### src/rtl/core/ppm_pkg.sv
// ----------------------------------------------------------------------------
// ppm_pkg
// Shared types and constants of the pedal plausibility monitor.
// ----------------------------------------------------------------------------
`default_nettype none

package ppm_pkg;

	localparam int SAMPLE_W    = 10;
	localparam int PCT_W       = 7;
	localparam int TICKS_W     = 8;
	localparam int CFG_ADDR_W  = 3;
	localparam int CFG_DATA_W  = 10;
	localparam int S_TDATA_W   = 32;
	localparam int M_TDATA_W   = 24;

	localparam int THROTTLE_A_LSB = 0;
	localparam int THROTTLE_B_LSB = 10;
	localparam int BRAKE_RAW_LSB  = 20;

	localparam logic [PCT_W-1:0] PCT_SCALE = 7'd100;

	localparam logic [SAMPLE_W-1:0] BRAKE_THRESHOLD_RST = 10'd15;
	localparam logic [SAMPLE_W-1:0] THROTTLE_HIGH_RST   = 10'd640;
	localparam logic [SAMPLE_W-1:0] THROTTLE_LOW_RST    = 10'd537;
	localparam logic [PCT_W-1:0]    AGREE_PERCENT_RST   = 7'd90;
	localparam logic [TICKS_W-1:0]  DISAGREE_TICKS_RST  = 8'd20;

	typedef enum logic [CFG_ADDR_W-1:0] {
		REG_BRAKE_THRESHOLD = 3'd0,
		REG_THROTTLE_HIGH   = 3'd1,
		REG_THROTTLE_LOW    = 3'd2,
		REG_AGREE_PERCENT   = 3'd3,
		REG_DISAGREE_TICKS  = 3'd4
	} cfg_reg_t;

	typedef struct packed {
		logic [SAMPLE_W-1:0] brake_threshold;
		logic [SAMPLE_W-1:0] throttle_high;
		logic [SAMPLE_W-1:0] throttle_low;
		logic [PCT_W-1:0]    agree_percent;
		logic [TICKS_W-1:0]  disagree_ticks;
	} cfg_t;

endpackage

`default_nettype wire

### src/rtl/core/ppm_div.sv
// ----------------------------------------------------------------------------
// ppm_div
// Unsigned division by a fixed divisor through a rounded-up reciprocal.
// ----------------------------------------------------------------------------
`default_nettype none

module ppm_div #(
	parameter int IN_W    = 14,
	parameter int OUT_W   = 10,
	parameter int DIVISOR = 10
) (
	input  wire logic [IN_W-1:0]  num,
	output logic      [OUT_W-1:0] quo
);

	localparam int SH   = IN_W + $clog2(DIVISOR);
	localparam int M_W  = IN_W + 1;
	localparam int P_W  = IN_W + M_W;
	localparam logic [M_W-1:0] MULT = M_W'(((64'd1 << SH) + DIVISOR - 1) / DIVISOR);

	logic [P_W-1:0] prod;

	assign prod = P_W'(num) * P_W'(MULT);
	assign quo  = prod[SH +: OUT_W];

endmodule

`default_nettype wire

### src/rtl/core/ppm_judge.sv
// ----------------------------------------------------------------------------
// ppm_judge
// Pedal agreement window, brake-throttle hysteresis and brake light decision.
// ----------------------------------------------------------------------------
`default_nettype none

module ppm_judge #(
	parameter int SW       = 10,
	parameter int ADC_BITS = 10
) (
	input  wire logic                clk,
	input  wire logic                arst_n,
	input  wire ppm_pkg::cfg_t       cfg,
	input  wire logic                fire,
	input  wire logic                tick,
	input  wire logic [SW-1:0]       avg_a,
	input  wire logic [SW-1:0]       avg_b,
	input  wire logic [SW-1:0]       avg_brake,
	output logic                     light,
	output logic                     plausible
);

	localparam int IW = ADC_BITS + 1;
	localparam int PW = IW + ppm_pkg::PCT_W;
	localparam int TW = ppm_pkg::TICKS_W;

	logic          window_active_q;
	logic [TW-1:0] window_count_q;
	logic          pedals_agree_q;
	logic          brake_ok_q;

	logic [TW-1:0]                  limit;
	logic [TW-1:0]                  cnt_inc;
	logic [IW-1:0]                  inv_b;
	logic [IW-1:0]                  hi;
	logic [IW-1:0]                  lo;
	logic [PW-1:0]                  prod_lo;
	logic [PW-1:0]                  prod_hi;
	logic                           disagree;
	logic [ppm_pkg::SAMPLE_W-1:0]   a_ext;
	logic                           pa_nxt;
	logic                           bok_nxt;

	always_comb begin
		limit   = (cfg.disagree_ticks == '0) ? TW'(1) : cfg.disagree_ticks;
		cnt_inc = window_count_q + TW'(1);
		inv_b   = IW'(1 << ADC_BITS) - IW'(avg_b);
		if (inv_b > IW'(avg_a)) begin
			hi = inv_b;
			lo = IW'(avg_a);
		end else begin
			hi = IW'(avg_a);
			lo = inv_b;
		end
		prod_lo  = PW'(lo) * PW'(ppm_pkg::PCT_SCALE);
		prod_hi  = PW'(hi) * PW'(cfg.agree_percent);
		disagree = prod_lo < prod_hi;
		a_ext    = ppm_pkg::SAMPLE_W'(avg_a);
		light    = ppm_pkg::SAMPLE_W'(avg_brake) > cfg.brake_threshold;
		pa_nxt   = pedals_agree_q || (!disagree && !window_active_q);
		if (brake_ok_q) begin
			bok_nxt = !(light && (a_ext > cfg.throttle_high));
		end else begin
			bok_nxt = a_ext <= cfg.throttle_low;
		end
		plausible = pa_nxt && bok_nxt;
	end

	always_ff @(posedge clk or negedge arst_n) begin
		if (!arst_n) begin
			window_active_q <= 1'b0;
			window_count_q  <= '0;
			pedals_agree_q  <= 1'b1;
			brake_ok_q      <= 1'b1;
		end else if (fire) begin
			if (tick) begin
				if (window_active_q) begin
					if (cnt_inc >= limit) begin
						pedals_agree_q  <= 1'b0;
						window_active_q <= 1'b0;
						window_count_q  <= '0;
					end else begin
						window_count_q <= cnt_inc;
					end
				end
			end else begin
				if (disagree) begin
					if (pedals_agree_q && !window_active_q) begin
						window_active_q <= 1'b1;
						window_count_q  <= '0;
					end
				end else if (window_active_q) begin
					window_active_q <= 1'b0;
					window_count_q  <= '0;
				end
				pedals_agree_q <= pa_nxt;
				brake_ok_q     <= bok_nxt;
			end
		end
	end

endmodule

`default_nettype wire

### src/rtl/core/pedal_plausibility_monitor.sv
// ----------------------------------------------------------------------------
// pedal_plausibility_monitor
// Averages throttle and brake samples per group and checks pedal plausibility.
// ----------------------------------------------------------------------------
// A group's result passes the stage 1, stage 2 and result registers after the
// edge that accepts its last sample set; ticks and other sample sets give no result.
// Throughput: one item per cycle while input is not stalled; input, divide and judge
// stages each end in a register, and a waiting result stalls input only once both stages hold.
// Reset: asynchronous; sums, index, flags and config return to defaults, stage and result data do not.
`default_nettype none

module pedal_plausibility_monitor #(
	parameter int AVG_COUNT = 10,
	parameter int ADC_BITS  = 10
) (
	input  wire logic                               clk,
	input  wire logic                               arst_n,
	input  wire logic                               cfg_we,
	input  wire logic [ppm_pkg::CFG_ADDR_W-1:0]     cfg_addr,
	input  wire logic [ppm_pkg::CFG_DATA_W-1:0]     cfg_data,
	input  wire logic                               s_tvalid,
	output logic                                    s_tready,
	// throttle_a[9:0], throttle_b[19:10], brake_raw[29:20], zero[31:30]
	input  wire logic [ppm_pkg::S_TDATA_W-1:0]      s_tdata,
	// mode[0]
	input  wire logic                               s_tuser,
	output logic                                    m_tvalid,
	input  wire logic                               m_tready,
	// throttle_avg[9:0], brake_avg[19:10], brake_light[20], plausible[21], zero[23:22]
	output logic      [ppm_pkg::M_TDATA_W-1:0]      m_tdata
);

	localparam int SW    = (ADC_BITS < ppm_pkg::SAMPLE_W) ? ADC_BITS : ppm_pkg::SAMPLE_W;
	localparam int IDX_W = $clog2(AVG_COUNT + 1);
	localparam int SUM_W = SW + IDX_W;
	localparam int AW    = ppm_pkg::SAMPLE_W;

	ppm_pkg::cfg_t cfg_q;

	logic [SUM_W-1:0] sum_a_q, sum_b_q, sum_brake_q;
	logic [IDX_W-1:0] idx_q;

	logic             v_s1, tick_s1;
	logic [SUM_W-1:0] sum_a_s1, sum_b_s1, sum_brake_s1;

	logic             v_s2, tick_s2;
	logic [SW-1:0]    avg_a_s2, avg_b_s2, avg_brake_s2;

	logic             m_tvalid_q;
	logic [AW-1:0]    out_throttle_q, out_brake_q;
	logic             out_light_q, out_plausible_q;

	logic             acc, last, load;
	logic [SUM_W-1:0] add_a, add_b, add_brake;
	logic [SW-1:0]    div_a, div_b, div_brake;
	logic             out_free, s2_fire, s2_ready;
	logic             light, plausible;

	// configuration
	always_ff @(posedge clk or negedge arst_n) begin
		if (!arst_n) begin
			cfg_q.brake_threshold <= ppm_pkg::BRAKE_THRESHOLD_RST;
			cfg_q.throttle_high   <= ppm_pkg::THROTTLE_HIGH_RST;
			cfg_q.throttle_low    <= ppm_pkg::THROTTLE_LOW_RST;
			cfg_q.agree_percent   <= ppm_pkg::AGREE_PERCENT_RST;
			cfg_q.disagree_ticks  <= ppm_pkg::DISAGREE_TICKS_RST;
		end else if (cfg_we) begin
			unique case (cfg_addr)
				ppm_pkg::REG_BRAKE_THRESHOLD: cfg_q.brake_threshold <= cfg_data;
				ppm_pkg::REG_THROTTLE_HIGH:   cfg_q.throttle_high   <= cfg_data;
				ppm_pkg::REG_THROTTLE_LOW:    cfg_q.throttle_low    <= cfg_data;
				ppm_pkg::REG_AGREE_PERCENT:
					cfg_q.agree_percent <= cfg_data[ppm_pkg::PCT_W-1:0];
				ppm_pkg::REG_DISAGREE_TICKS:
					cfg_q.disagree_ticks <= cfg_data[ppm_pkg::TICKS_W-1:0];
				default: ;
			endcase
		end
	end

	// handshake
	assign out_free = !m_tvalid_q || m_tready;
	assign s2_fire  = v_s2 && (tick_s2 || out_free);
	assign s2_ready = !v_s2 || s2_fire;
	assign s_tready = !v_s1 || s2_ready;

	assign acc  = s_tvalid && s_tready;
	assign last = idx_q == IDX_W'(AVG_COUNT - 1);
	assign load = acc && (s_tuser || last);

	assign add_a     = sum_a_q + SUM_W'(s_tdata[ppm_pkg::THROTTLE_A_LSB +: SW]);
	assign add_b     = sum_b_q + SUM_W'(s_tdata[ppm_pkg::THROTTLE_B_LSB +: SW]);
	assign add_brake = sum_brake_q + SUM_W'(s_tdata[ppm_pkg::BRAKE_RAW_LSB +: SW]);

	// accumulate
	always_ff @(posedge clk or negedge arst_n) begin
		if (!arst_n) begin
			sum_a_q     <= '0;
			sum_b_q     <= '0;
			sum_brake_q <= '0;
			idx_q       <= '0;
		end else if (acc && !s_tuser) begin
			if (last) begin
				sum_a_q     <= '0;
				sum_b_q     <= '0;
				sum_brake_q <= '0;
				idx_q       <= '0;
			end else begin
				sum_a_q     <= add_a;
				sum_b_q     <= add_b;
				sum_brake_q <= add_brake;
				idx_q       <= idx_q + IDX_W'(1);
			end
		end
	end

	// stage 1: finished sums or tick
	always_ff @(posedge clk or negedge arst_n) begin
		if (!arst_n) begin
			v_s1 <= 1'b0;
		end else if (load) begin
			v_s1 <= 1'b1;
		end else if (s2_ready) begin
			v_s1 <= 1'b0;
		end
	end

	always_ff @(posedge clk) begin
		if (load) begin
			tick_s1      <= s_tuser;
			sum_a_s1     <= add_a;
			sum_b_s1     <= add_b;
			sum_brake_s1 <= add_brake;
		end
	end

	ppm_div #(.IN_W(SUM_W), .OUT_W(SW), .DIVISOR(AVG_COUNT)) u_div_a (
		.num (sum_a_s1),
		.quo (div_a)
	);

	ppm_div #(.IN_W(SUM_W), .OUT_W(SW), .DIVISOR(AVG_COUNT)) u_div_b (
		.num (sum_b_s1),
		.quo (div_b)
	);

	ppm_div #(.IN_W(SUM_W), .OUT_W(SW), .DIVISOR(AVG_COUNT)) u_div_brake (
		.num (sum_brake_s1),
		.quo (div_brake)
	);

	// stage 2: averages
	always_ff @(posedge clk or negedge arst_n) begin
		if (!arst_n) begin
			v_s2 <= 1'b0;
		end else if (s2_ready) begin
			v_s2 <= v_s1;
		end
	end

	always_ff @(posedge clk) begin
		if (s2_ready && v_s1) begin
			tick_s2      <= tick_s1;
			avg_a_s2     <= div_a;
			avg_b_s2     <= div_b;
			avg_brake_s2 <= div_brake;
		end
	end

	ppm_judge #(.SW(SW), .ADC_BITS(ADC_BITS)) u_judge (
		.clk       (clk),
		.arst_n    (arst_n),
		.cfg       (cfg_q),
		.fire      (s2_fire),
		.tick      (tick_s2),
		.avg_a     (avg_a_s2),
		.avg_b     (avg_b_s2),
		.avg_brake (avg_brake_s2),
		.light     (light),
		.plausible (plausible)
	);

	// result register
	always_ff @(posedge clk or negedge arst_n) begin
		if (!arst_n) begin
			m_tvalid_q <= 1'b0;
		end else if (s2_fire && !tick_s2) begin
			m_tvalid_q <= 1'b1;
		end else if (m_tready) begin
			m_tvalid_q <= 1'b0;
		end
	end

	always_ff @(posedge clk) begin
		if (s2_fire && !tick_s2) begin
			out_throttle_q  <= AW'(avg_a_s2);
			out_brake_q     <= AW'(avg_brake_s2);
			out_light_q     <= light;
			out_plausible_q <= plausible;
		end
	end

	assign m_tvalid = m_tvalid_q;
	assign m_tdata  = {2'b00, out_plausible_q, out_light_q, out_brake_q, out_throttle_q};

`ifndef ASSERT_OFF
	a_idx_range: assert property (@(posedge clk) disable iff (!arst_n)
		idx_q < IDX_W'(AVG_COUNT))
		else $error("sample index past group size");

	a_ready_when_empty: assert property (@(posedge clk) disable iff (!arst_n)
		!v_s1 |-> s_tready)
		else $error("input stalled with empty first stage");

	a_result_source: assert property (@(posedge clk) disable iff (!arst_n)
		$rose(m_tvalid) |-> $past(v_s2 && !tick_s2))
		else $error("result without a finished group");

	a_no_overwrite: assert property (@(posedge clk) disable iff (!arst_n)
		(m_tvalid && !m_tready) |-> !(s2_fire && !tick_s2))
		else $error("waiting result overwritten");
`endif

endmodule

`default_nettype wire
### config.mk
export PLATFORM = sky130hd
export DESIGN_NAME = pedal_plausibility_monitor
export DESIGN_NICKNAME = d
export VERILOG_FILES = /design/src/rtl/core/ppm_pkg.sv /design/src/rtl/core/ppm_div.sv /design/src/rtl/core/ppm_judge.sv /design/src/rtl/core/pedal_plausibility_monitor.sv
export SDC_FILE = /design/constraint.sdc
export NUM_CORES = 1
export LEC_CHECK = 0
export BUFFER_PORTS_ARGS = -buffer_cell sky130_fd_sc_hd__buf_2
export CORE_UTILIZATION = 32
export DETAILED_ROUTE_END_ITERATION = 8
export PLACE_DENSITY_LB_ADDON = 0.2
export SLEW_MARGIN = 20
export SYNTH_ARGS = -nofsm -noshare
export SYNTH_HDL_FRONTEND = slang
export SYNTH_HIERARCHICAL = 1
export SYNTH_SLANG_ARGS = --single-unit
### constraint.sdc
create_clock -name clk -period 8.9 [get_ports clk]
set_clock_uncertainty 0.05 [all_clocks]
set_input_delay 0.89 -clock clk [delete_from_list [all_inputs] [get_ports clk]]
set_output_delay 0.89 -clock clk [all_outputs]
set_load 0.005 [all_outputs]
# After elaboration in Yosys (flattened, before gate mapping)
# Cells that the tools add are included.
[word_totals]
mem_bits_rw = 0
word_cells = 118
output_inout_bits = 26
input_bits = 51
latch_bits = 0
reg_bits = 201
rom_bits = 0
n_memories = 0
[op_classes]
reduce_logical = 38
n_eq_ne = 8
shift = 0
order_cmp = 6
mul = 5
mux = 26
div_mod_pow = 0
add_sub_neg = 6
n_bitwise = 1
[ops]
columns = ["cell", "count"]
rows = [
  ["multiplier 14 x 15 -> 28 bit, second input constant", 3],
  ["two-way mux 8 bit", 7],
  ["adder 14 x 10 -> 14 bit", 3],
  ["two-way mux 14 bit", 3],
  ["two-way mux 11 bit", 2],
  ["> comparator 10 bit", 2],
  ["less-than comparator 18 bit", 1],
  ["multiplier 11 x 7 -> 18 bit", 1],
  ["multiplier 11 x 5 -> 16 bit, second input constant", 1],
  ["AND reduction 2 bit", 7],
  ["two-way mux 1 bit", 13],
  ["> comparator 11 x 10 -> 1 bit", 1],
  ["subtractor 11 x 10 -> 11 bit, first input constant", 1],
  ["less-or-equal comparator 10 bit", 1],
  ["logical AND 1 bit", 10],
  ["adder 8 x 1 -> 8 bit, second input constant", 1],
  [">= comparator 8 bit", 1],
  ["logical NOT 1 bit", 8],
  ["logical NOT 8 bit", 1],
  ["equality test 3 x 2 -> 1 bit, second input constant", 2],
  ["logical OR 1 bit", 6],
  ["nonzero test 2 bit", 3],
  ["adder 4 x 1 -> 4 bit, second input constant", 1],
  ["equality test 4 bit, second input constant", 1],
  ["other kinds (9)", 10],
]

# Longest topological paths before layout
[logic_depth]
word_depth = 9
mapped_depth = 38
depth_no_buf = 36

# Hierarchy
# Netlist, hierarchy kept.
[by_module_without_submodules]
columns = ["module", "seq_area_each_um2", "cells_each", "n_inst", "area_each_um2"]
rows = [
  ["pedal_plausibility_monitor", 5255.0, 565, 1, 8112.8],
  ["ppm_div (u_div_a ...)", 0.0, 358, 2, 3452.1],
  ["ppm_judge", 277.8, 726, 1, 6063.3],
  ["ppm_div (u_div_brake)", 0.0, 377, 1, 3540.9],
]

# Least setup slack after synthesis
# OpenSTA, ideal clock, no wires.
[synth_path]
path_type = "reg-to-reg"
startpoint = "register avg_b_s2[2]"
endpoint = "register u_judge.window_count_q[0]"
required_ns = 8.725
t_arrival_ns = 8.512
synth_period_minus_slack_ns = 8.687
path_stages_with_launch = 35
setup_slack_ns = 0.213
path_buffers = 1
path_cell_list = "edfxtp_1 or3_1 nor3_1 nand2b_1 nor4_1 xnor2_1 ha_1 a211oi_1 nand2_1 o311a_1 nor2_1 buf_2 mux2i_1 nor2b_1 fa_1 fa_1 fa_1 inv_1 fa_1 inv_1 ha_1 or2_2 a21oi_1 a21oi_1 a211oi_1 nor2_1 xnor2_1 ha_1 nand4_1 nor3_1 a22oi_1 a32o_1 o211ai_4 mux2i_4 mux2_4"
[synth_via]
elab_chain_len = 7
[synth_rtl]
columns = ["element", "line_no", "text"]
rows = [
  ["start: declaration", "pedal_plausibility_monitor.sv:47", "logic [SW-1:0] avg_a_s2, avg_b_s2, avg_brake_s2;"],
  ["start signal: assignment", "pedal_plausibility_monitor.sv:165", "avg_b_s2 <= div_b;"],
  ["subtractor 11 x 10 -> 11 bit *", "ppm_judge.sv:47", "inv_b = IW'(1 << ADC_BITS) - IW'(avg_b);"],
  ["> comparator 11 x 10 -> 1 bit", "ppm_judge.sv:48", "if (inv_b > IW'(avg_a)) begin"],
  ["two-way mux 11 bit", "ppm_judge.sv:48", ""],
  ["multiplier 11 x 5 -> 16 bit or multiplier 11 x 7 -> 18 bit (tied branches)", "ppm_judge.sv:55, ppm_judge.sv:56", ""],
  ["less-than comparator 18 bit *", "ppm_judge.sv:57", "disagree = prod_lo < prod_hi;"],
  ["!= test 3 bit (no line) (tied with other cells)", "--", ""],
  ["AND reduction 4 bit (no line) or two-way mux 8 bit (tied branches)", "--", ""],
  ["end signal: assignment", "ppm_judge.sv:83", "window_count_q <= cnt_inc;"],
  ["end: declaration", "ppm_judge.sv:28", "logic [TW-1:0] window_count_q;"],
]
# Mark *: on every way between the ends. The rest lies on a longest branch, timed or not.
# A chain may end at the register's enable or synchronous reset.

# Final worst setup path
[layout_path]
startpoint = "register avg_b_s2[4]"
endpoint = "register u_judge.window_count_q[7]"
# The elaborated chain is that of the path after synthesis.

==> impl_metrics.tcl <==
set metrics [dict create \
    syn_to_final_growth_pct 12.9 \
    routabilityCongestion 0.855 \
    register_area_sq_um 5530 \
    critPathArrivalTime_ns 9.02 \
    fin_crit_ns 8.65 \
    syn_inst 2384 \
    cp.required_ns 9.27 \
    rsz0062_at_grt "yes" \
    row_count 101 \
    num_vias 16800 \
    maxCapViolCount 0 \
    grt_max_degree 56 \
    grt_pass1_wl_mm 92.7 \
    drt-initial-drc-count 771 \
    coreArea_sq_um 76100 \
    dieArea_sq_um 78100 \
    critPathMostFrequentCell "fa_1" \
    die_x_um 279 \
    htreeDepth 1 \
    synth_top_family_by_area "adder cells" \
    first_pass_iters 6 \
    grt_pass1_vias 18000 \
    multi_input_area_sq_um 17400 \
    synthAdderAreaFrac_pct 42.3 \
    synthXorXnorAreaFrac_pct 3.95 \
    synth-simple-area-share_pct 8.83 \
    port_buffers 72 \
    slowest_stage "fa_1" \
    syn_area_sq_um 24600 \
    antenna_found_initial 2 \
    overflow 0 \
    wire_per_inst_um 15.5 \
    maxSlewViolCount 0 \
    fill_cells 7696 \
    slew_headroom_pct 35.4 \
    synth-compound-area-share_pct 11.2 \
    async_flop_share_pct 52.2 \
    start_kind "flop" \
    dp_hpwl_mm 45.8 \
    finalHoldViolations 0 \
    synth_warnings 6 \
    clock_tree.root_cell "clkbuf_16" \
    fin_nets 3259 \
    worstHoldPathType "in -> async" \
    yosysSeqAreaShare_pct 22.5 \
    postSynthAreaPerCell_sq_um 10.3 \
    drtAntennaViolNets 0 \
    fp.dieH_um 279 \
    ctsHoldBuffers 0 \
    max_stage_delay_ns 0.57 \
    synth_edf_count 96 \
    via_per_inst 4.72 \
    final_common_cell "inv_1" \
    ys_seq_elements 201 \
    ys.flop_type "edfxtp_1" \
    cts_buffers 26 \
    setup_viol 0 \
    wirelength_mm 55.2 \
    synth.area.mux_share_pct 3.11 \
    max-clock-path-buffers 3 \
    cts.sinks 201 \
    grtUsageTotal_pct 14.5 \
    hold_slack_ns 0.329 \
    drc 0 \
    ys_types 99 \
    cp_max_fo 7 \
    final_cell_mix "481 x inv_1, 455 x ha_1, 233 x fa_1" \
    endpoint_kind "flop" \
    clock.fmax_mhz 116 \
    cts_tree "done" \
    io_pins 77 \
    path_class "reg -> reg" \
    start_util_pct 32.4 \
    clk_pin_slew_worst_paths_ns 0.07 \
    status "completed" \
    clock_latency_ns 0.55 \
    final_layout_size_suffix_gt1_share_pct 13.5 \
    period_share_pct 97.2 \
    tightestPinTransition_ns 0.967 \
]
routing by layer:
metal | vias up | share of wire, % | GRT usage (%) | wire length (um)
met2 | 192 | 45 | 23.4 | 24700
met1 | 8244 | 51 | 21.2 | 28300
li1 | 8325 | - | - | -
met5 | - | 0.036 | 0 | 20
met3 | 50 | 2.7 | 1.67 | 1470
met4 | 2 | 1.3 | 2.07 | 714
cell type report:
type / instances / area share (%)
Inverter: 484 / 6.54
Timing Repair Buffer: 136 / 3.21
Tap cell: 1030 / 4.64
Antenna cell: 1 / 0.00901
Clock buffer: 36 / 2.77
Sequential cell: 201 / 19.9
Multi-Input combinational cell: 1666 / 62.5
Clock inverter: 11 / 0.423
critical path: cells and delay by family (launching register included):
| family | cells | cell delay, ns |
|---|---|---|
| AO/OA/AOI/OAI | 7 | 1.27 |
| XOR/XNOR | 2 | 0.26 |
| adder cells (fa/ha/maj) | 7 | 2.91 |
| multiplexers | 3 | 0.76 |
| buffers and inverters | 6 | 0.69 |
| flip-flops | 1 | 0.39 |
| AND/OR/NAND/NOR | 11 | 2.17 |
through the flow:
stage / util, % / std cells / setup TNS [ns] / cell area (sq um) / worst slack (ns)
finish: 36.5 / 3565 / 0 / 27800 / 0.252
global route: 36.5 / 3564 / -0.975 / 27800 / -0.163
CTS: 36.1 / 3551 / 0 / 27500 / 0.00966
detailed placement: 34.9 / 3503 / -0.629 / 26500 / -0.112
global placement: 34.9 / 3503 / 0 / 26500 / 0.0103
floorplan: - / 2386 / 0 / 24600 / 0.213
cell usage after synthesis, types with 10 or more instances:
| cell type | count | area share, % |
|---|---|---|
| dfstp_2 | 18 | 1.9 |
| a22o_1 | 29 | 1.0 |
| nor2_1 | 57 | 0.87 |
| mux2i_1 | 11 | 0.45 |
| xor2_1 | 42 | 1.5 |
| mux2_2 | 47 | 2.1 |
| a211oi_1 | 17 | 0.52 |
| o21a_1 | 24 | 0.73 |
| nand2_1 | 97 | 1.5 |
| a31oi_1 | 13 | 0.33 |
| nor3_1 | 22 | 0.45 |
| nor2b_1 | 65 | 1.7 |
| o21ai_1 | 25 | 0.51 |
| and2_1 | 18 | 0.46 |
| inv_1 | 484 | 7.4 |
| or2_2 | 12 | 0.30 |
| dfrtp_1 | 87 | 8.8 |
| xnor2_1 | 69 | 2.5 |
| o21ai_0 | 43 | 0.87 |
| clkbuf_1 | 19 | 0.29 |
| fa_1 | 233 | 19 |
| a21oi_1 | 89 | 1.8 |
| nand4_1 | 17 | 0.43 |
| edfxtp_1 | 96 | 12 |
| and3_1 | 10 | 0.25 |
| nand3_1 | 32 | 0.65 |
| a21o_1 | 35 | 1.1 |
| nand2b_1 | 21 | 0.53 |
| ha_1 | 460 | 23 |
flip-flops by register name (all words and copies together) (netlist names), 8 cells and up:
name / cells
cfg_q: 45
sum_a_q: 14
sum_a_s1: 14
sum_b_q: 14
sum_b_s1: 14
sum_brake_q: 14
sum_brake_s1: 14
avg_a_s2: 10
avg_b_s2: 10
avg_brake_s2: 10
out_brake_q: 10
out_throttle_q: 10
u_judge/window_count_q: 8
final timing paths:
| kind | startpoint | end | slack [ns] | depth (start not counted) |
|---|---|---|---|---|
| worst min-delay path | arst_n | cfg_q[20] | 0.33 | 1 |
| worst max-delay path | avg_b_s2[4] | u_judge/window_count_q[7] | 0.25 | 36 |
| max in group asynchronous | arst_n | sum_b_q[5] | 7.15 | 2 |
| min in group clk | avg_brake_s2[3] | out_brake_q[3] | 0.43 | 0 |
| worst min register to register | avg_brake_s2[3] | out_brake_q[3] | 0.43 | 0 |
| worst max register to register | avg_b_s2[4] | u_judge/window_count_q[7] | 0.25 | 36 |
repair_timing:
item                                    in CTS  in global routing
setup buffers                                1                 12
endpoints found under the setup margin       7                 10
resized for setup                            5                 37
hold endpoints to repair                     0                  0
pin swaps                                    1                 13
gates cloned                                 0                  1
cells by family (layout without fill, tap and decap cells):
kind of cell,count (synthesis),in the layout
xor+xnor,111,111
mux,66,66
buf+inv,519,667
simple gates,404,404
compound gates,387,387
other cells,3,6
flops,201,201
fa+ha+maj,693,693
Power is not shown: default switching activity piles up to over one toggle a cycle in this logic, so the estimate is an artifact.
